File: src/hw/rtl/sacd_pkg.sv
// ----------------------------------------------------------------------------
// sacd_pkg - shared types and constants of the cache directory
// Geometry, entry and row layouts, op and status codes.
// ----------------------------------------------------------------------------
package sacd_pkg;

  // Geometry. NUM_SETS is a power of two: the set is the low key bits.
  localparam int NUM_SETS   = 16;
  localparam int WAYS       = 4;
  localparam int STAMP_BITS = 16;

  localparam int SET_BITS = (NUM_SETS > 1) ? $clog2(NUM_SETS) : 1;
  localparam int WAY_BITS = (WAYS > 1) ? $clog2(WAYS) : 1;

  // Fixed port widths
  localparam int KEY_BITS     = 32;
  localparam int OP_BITS      = 3;
  localparam int SEL_BITS     = 4;
  localparam int WSEL_BITS    = 2;
  localparam int STATUS_BITS  = 3;
  localparam int WAY_OUT_BITS = 2;

  typedef enum logic [OP_BITS-1:0] {
    OP_GET_READ        = 3'd0,
    OP_GET_WRITE       = 3'd1,
    OP_PUTBACK_KEEP    = 3'd2,
    OP_PUTBACK_DISCARD = 3'd3,
    OP_FLUSH_SET       = 3'd4
  } op_t;

  typedef enum logic [STATUS_BITS-1:0] {
    ST_HIT       = 3'd0,
    ST_MISS      = 3'd1,
    ST_NOFREE    = 3'd2,
    ST_BUSY_WAIT = 3'd3,
    ST_WRITEBACK = 3'd4,
    ST_DONE      = 3'd5
  } status_t;

  typedef struct packed {
    logic [KEY_BITS-1:0]   tag;
    logic                  valid;
    logic                  busy;
    logic                  dirty;
    logic [STAMP_BITS-1:0] stamp;
  } way_ent_t;

  typedef struct packed {
    way_ent_t [WAYS-1:0]   ways;
    logic [STAMP_BITS-1:0] counter;
  } set_row_t;

  // Memory port request from the controller
  typedef struct packed {
    logic                rd_en;
    logic [SET_BITS-1:0] rd_addr;
    logic                wr_en;
    logic [SET_BITS-1:0] wr_addr;
  } mem_req_t;

  // Lookup and victim choice over one row
  typedef struct packed {
    logic                hit;
    logic                hit_busy;
    logic [WAY_BITS-1:0] hit_way;
    logic                found;
    logic [WAY_BITS-1:0] victim;
  } pick_t;

endpackage

File: src/hw/rtl/sacd_pick.sv
// ----------------------------------------------------------------------------
// sacd_pick - tag match and LRU victim choice
// Works on the registered row; the victim scan skips busy ways.
// ----------------------------------------------------------------------------
module sacd_pick (
  input  sacd_pkg::set_row_t             row,
  input  logic [sacd_pkg::KEY_BITS-1:0]  key,
  output sacd_pkg::pick_t                pick
);
  import sacd_pkg::*;

  always_comb begin
    logic                  have;
    logic                  stop;
    logic [STAMP_BITS-1:0] vic_stamp;
    pick = '0;
    have = 1'b0;
    stop = 1'b0;
    vic_stamp = '0;

    // first valid way with a matching tag
    for (int w = WAYS - 1; w >= 0; w--) begin
      if (row.ways[w].valid && row.ways[w].tag == key) begin
        pick.hit      = 1'b1;
        pick.hit_way  = WAY_BITS'(w);
        pick.hit_busy = row.ways[w].busy;
      end
    end

    // invalid first free way ends the scan; else strictly older stamp wins
    for (int w = 0; w < WAYS; w++) begin
      if (!stop && !row.ways[w].busy) begin
        if (!have) begin
          have        = 1'b1;
          pick.victim = WAY_BITS'(w);
          vic_stamp   = row.ways[w].stamp;
          if (!row.ways[w].valid) begin
            stop = 1'b1;
          end
        end else if (row.ways[w].stamp < vic_stamp) begin
          pick.victim = WAY_BITS'(w);
          vic_stamp   = row.ways[w].stamp;
        end
      end
    end
    pick.found = have;
  end

endmodule
File: config.mk
export PLATFORM = sky130hd
export DESIGN_NAME = sacd_pick
export DESIGN_NICKNAME = d
export VERILOG_FILES = /design/src/hw/rtl/sacd_pkg.sv /design/src/hw/rtl/sacd_pick.sv
export SDC_FILE = /design/constraint.sdc
export NUM_CORES = 1
export LEC_CHECK = 0
export BUFFER_PORTS_ARGS = -buffer_cell sky130_fd_sc_hd__buf_2
export CORE_AREA = 2 2 102 104
export DETAILED_ROUTE_END_ITERATION = 8
export DIE_AREA = 0 0 104 106
export PLACE_DENSITY = 0.71
export SLEW_MARGIN = 5
export SYNTH_ARGS = -nofsm -noshare
export SYNTH_HDL_FRONTEND = slang
export SYNTH_SLANG_ARGS = --single-unit
File: constraint.sdc
create_clock -name vclk -period 6.48
set_input_delay 0.324 -clock vclk [all_inputs]
set_output_delay 0.324 -clock vclk [all_outputs]
set_load 0.01 [all_outputs]
Word-level counts from Yosys, hierarchy flattened:

Index checks and enable logic that the tools add are counted.

* magnitude comparators: 3
* eq/ne operators: 4
* multiplexer cells: 32
* reductions and logical operators: 13

Operators with widths (number)
* $eq 32x32->1: 4
* $mux 16: 7
* $lt 16x16->1: 3
* $mux 4: 4
* $mux 1: 15
* $mux 2: 6
* $logic_and 1x1->1: 7
* $logic_not 1->1: 6

* register bits: 0
* input port bits: 252
* output and inout port bits: 7
* word-level logic and storage cells: 52

Longest topological paths before layout:

* depth in word-level cells: 13
* gate-level depth with buffers: 29
* mapped depth without buffers: 24

Least setup slack after synthesis:

OpenSTA, ideal clock, no wires.

* kind: input port to output port
* start: in row[33] (netlist bit)
* end: out pick[1] (netlist bit)
* arrival time: 6.152 ns
* required time: 6.156 ns
* setup slack: 0.004 ns
* stages: 27
* buffers on the path: 5
* path through: buf_6 inv_1 clkbuf_1 buf_1 nand2_1 ha_1 a21oi_1 o21ai_0 a22oi_1 nand3_2 nand2_1 clkbuf_1 a32oi_1 ha_1 nand4_1 or4_4 a21oi_4 a21bo_4 o21ai_4 buf_12 mux2_4 ha_1 a21o_1 a221o_2 a2111oi_0 o221ai_1 nand2_1

RTL lines
* start: declaration: line sacd_pick.sv:6 `input sacd_pkg::set_row_t row,`
* end: declaration: line sacd_pick.sv:8 `output sacd_pkg::pick_t pick`

==> results.sh <==
export IMPL_clock_buffers=0
export IMPL_worstMarginPinSlew_ns=0.661
export IMPL_grt_max_degree=31
export IMPL_numPlacedInstances=778
export IMPL_via_count=4018
export IMPL_synth_nets=699
export IMPL_nets=943
export IMPL_final_hold_viol_count=0
export IMPL_register_area_um2=0
export IMPL_grt_pass1_vias=4044
export IMPL_cts_hold_buf=0
export IMPL_crit_arrival_ns=5.92
export IMPL_fin_setup_tns_ns=0
export IMPL_gp_congestion=0.987
export IMPL_syn_avg_cell_area_um2=7.87
export IMPL_start_util_pct=31.6
export IMPL_grt_total_usage_pct=22.7
export IMPL_firstDrtPassIters=4
export IMPL_port_buffers=239
export IMPL_drv_slew=0
export IMPL_path_class="in -> out"
export IMPL_overflow=0
export IMPL_post_route_min_period_ns=6.24
export IMPL_antenna_found_initial=2
export IMPL_hp_class="in -> out"
export IMPL_area_growth_pct=48.0
export IMPL_rows=37
export IMPL_synth_cell_area_mm2=0.00316
export IMPL_ir_worst_vdd_mv=0.0430
export IMPL_dpl_hpwl_um=12100
export IMPL_wl_um=13400
export IMPL_cap_viol_max_count=0
export IMPL_power_density_mw_per_mm2=76.8
export IMPL_drc=0
export IMPL_synth_distinct_cells=46
export IMPL_power_leakage_nw=2.31
export IMPL_yosysWarningCount=0
export IMPL_hold_slack_ns=0.963
export IMPL_cp_end_kind="output pin"
export IMPL_stdcell_count=782
export IMPL_crit_slowest_cell="or4_4"
export IMPL_outcome="finished, final reports clean"
export IMPL_max_freq_mhz=160
export IMPL_cp_max_fo=18
export IMPL_core_mm2=0.0100
export IMPL_final_cell_area_mm2=0.00468
export IMPL_place_area_mm2=0.00456
export IMPL_crit_required_ns=6.16
export IMPL_nFlopsAndLatches=0
export IMPL_yosysSeqAreaShare_pct=0
export IMPL_drt_initial_drc_count=148
export IMPL_dieArea_mm2=0.0110
export IMPL_avgViaCountPerCell=5.14
export IMPL_drtAntennaViolNets=0
export IMPL_syn_inst=402
export IMPL_wire_per_inst_um=17.1
export IMPL_die_w_um=104
export IMPL_relSlewSlack_pct=55.5
export IMPL_ios=259
export IMPL_p_total_uw=359
export IMPL_layout_drive_gt1_share_pct=44.4
export IMPL_die_h_um=106
export IMPL_min_period_over_period_pct=96.3
export IMPL_setup_violations_final=0
export IMPL_grt_pass1_wl_um=20100
export IMPL_start_kind="input pin"
export IMPL_cpPeakStageDelay_ns=0.56
[cell families (layout without fill, tap and decap cells)]
family | after synthesis | in the layout | synth area share [%]
xor+xnor | 128 | 128 | 35.4
compound gates | 68 | 68 | 16.3
buf+inv | 30 | 272 | 4.55
mux | 15 | 15 | 6.41
fa+ha+maj | 45 | 45 | 17.8
other cells | 0 | 2 | 0
simple gates | 116 | 116 | 19.5
[final cells by class]
type | count | area (um^2)
Tap cell | 136 | 170
Fill cell | 1043 | 5320
Multi-Input combinational cell | 372 | 3090
Timing Repair Buffer | 250 | 1330
Inverter | 22 | 82.6
Antenna cell | 2 | 5.00
[cells in the final DEF, fill, tap and decap left out, drive strengths merged, types with 2 or more instances in the layout]
cell	instances
a21oi	21
o221ai	2
diode	2
a21o	6
and3	2
a211o	2
xnor2	58
nand4	22
ha	45
nand3	13
nor2	6
nor3	10
nor2b	3
inv	22
nor4	20
buf	249
o211ai	3
a32oi	17
and2	2
xor2	70
mux2	15
nand2	33
o21ai	6
[path summary, 6_finish.rpt]
path | slack, ns | to | startpoint | cells after the start
worst max-delay path | 0.24 | pick[1] | row[33] | 27
worst min-delay path | 0.96 | pick[2] | row[135] | 3
[synth_stat cells, drive strengths merged]
library cell | number | area [um^2]
nor2 | 6 | 22.5
xor2 | 70 | 613
a22oi | 1 | 7.51
a2111oi | 1 | 8.76
nor4b | 1 | 8.76
a221o | 1 | 11.3
a21oi | 21 | 116
and3 | 2 | 12.5
nand4 | 22 | 138
nand2 | 33 | 124
o211ai | 3 | 22.5
a211oi | 1 | 7.51
o31a | 1 | 10.0
buf | 4 | 46.3
ha | 45 | 563
nand3 | 13 | 70.1
o21bai | 1 | 7.51
o21ba | 1 | 10.0
a32oi | 17 | 149
a211o | 2 | 17.5
nor2b | 3 | 18.8
o22ai | 1 | 6.26
nor3b | 1 | 7.51
and2b | 1 | 7.51
mux2 | 15 | 203
nor3 | 10 | 50.1
a21bo | 1 | 16.3
o21ai | 6 | 41.3
o221ai | 2 | 17.5
inv | 22 | 82.6
and2 | 2 | 15.0
or4 | 1 | 11.3
xnor2 | 58 | 508
nor4 | 20 | 125
a21o | 6 | 45.0
a2111o | 1 | 11.3
clkbuf | 4 | 15.0
o2bb2ai | 1 | 8.76
or2b | 1 | 7.51
[worst max-delay path: cells and delay by family]
| family | cells | cell delay (ns) |
|---|---|---|
| AO/OA/AOI/OAI | 9 | 1.81 |
| AND/OR/NAND/NOR | 7 | 1.50 |
| buffers and inverters | 7 | 1.02 |
| adder cells (fa/ha/maj) | 3 | 0.93 |
| multiplexers | 1 | 0.30 |
[layer usage]
| layer | wire (um) | vias to the layer above | global-route usage, % |
|---|---|---|---|
| li1 | - | 1967 | - |
| met1 | 5110 | 1856 | 25.8 |
| met2 | 7030 | 175 | 44.5 |
| met3 | 881 | 20 | 3.19 |
| met4 | 360 | 0 | 5.50 |
| met5 | 0 | - | 0 |
[repair_timing]
action                                  4_1_cts  5_1_grt
gates resized for setup                       0       17
endpoints found under the setup margin        0        2
setup buffers                                 0        1
[metrics by stage]
stage	setup slack, ns	util (%)
after CTS	0.0346	45.6
after global placement	0.188	45.6
after detailed placement	0.0606	45.6
after floorplan	0.00392	-
after global routing	-0.0311	46.8
final	0.240	46.8
[where the power goes]
part           internal (mW)  switching, mW
Combinational          0.180          0.179
Clock           0.0000000413              0
Sequential                 0              0
Total                  0.180          0.179
(Power assumes the default switching activity.)
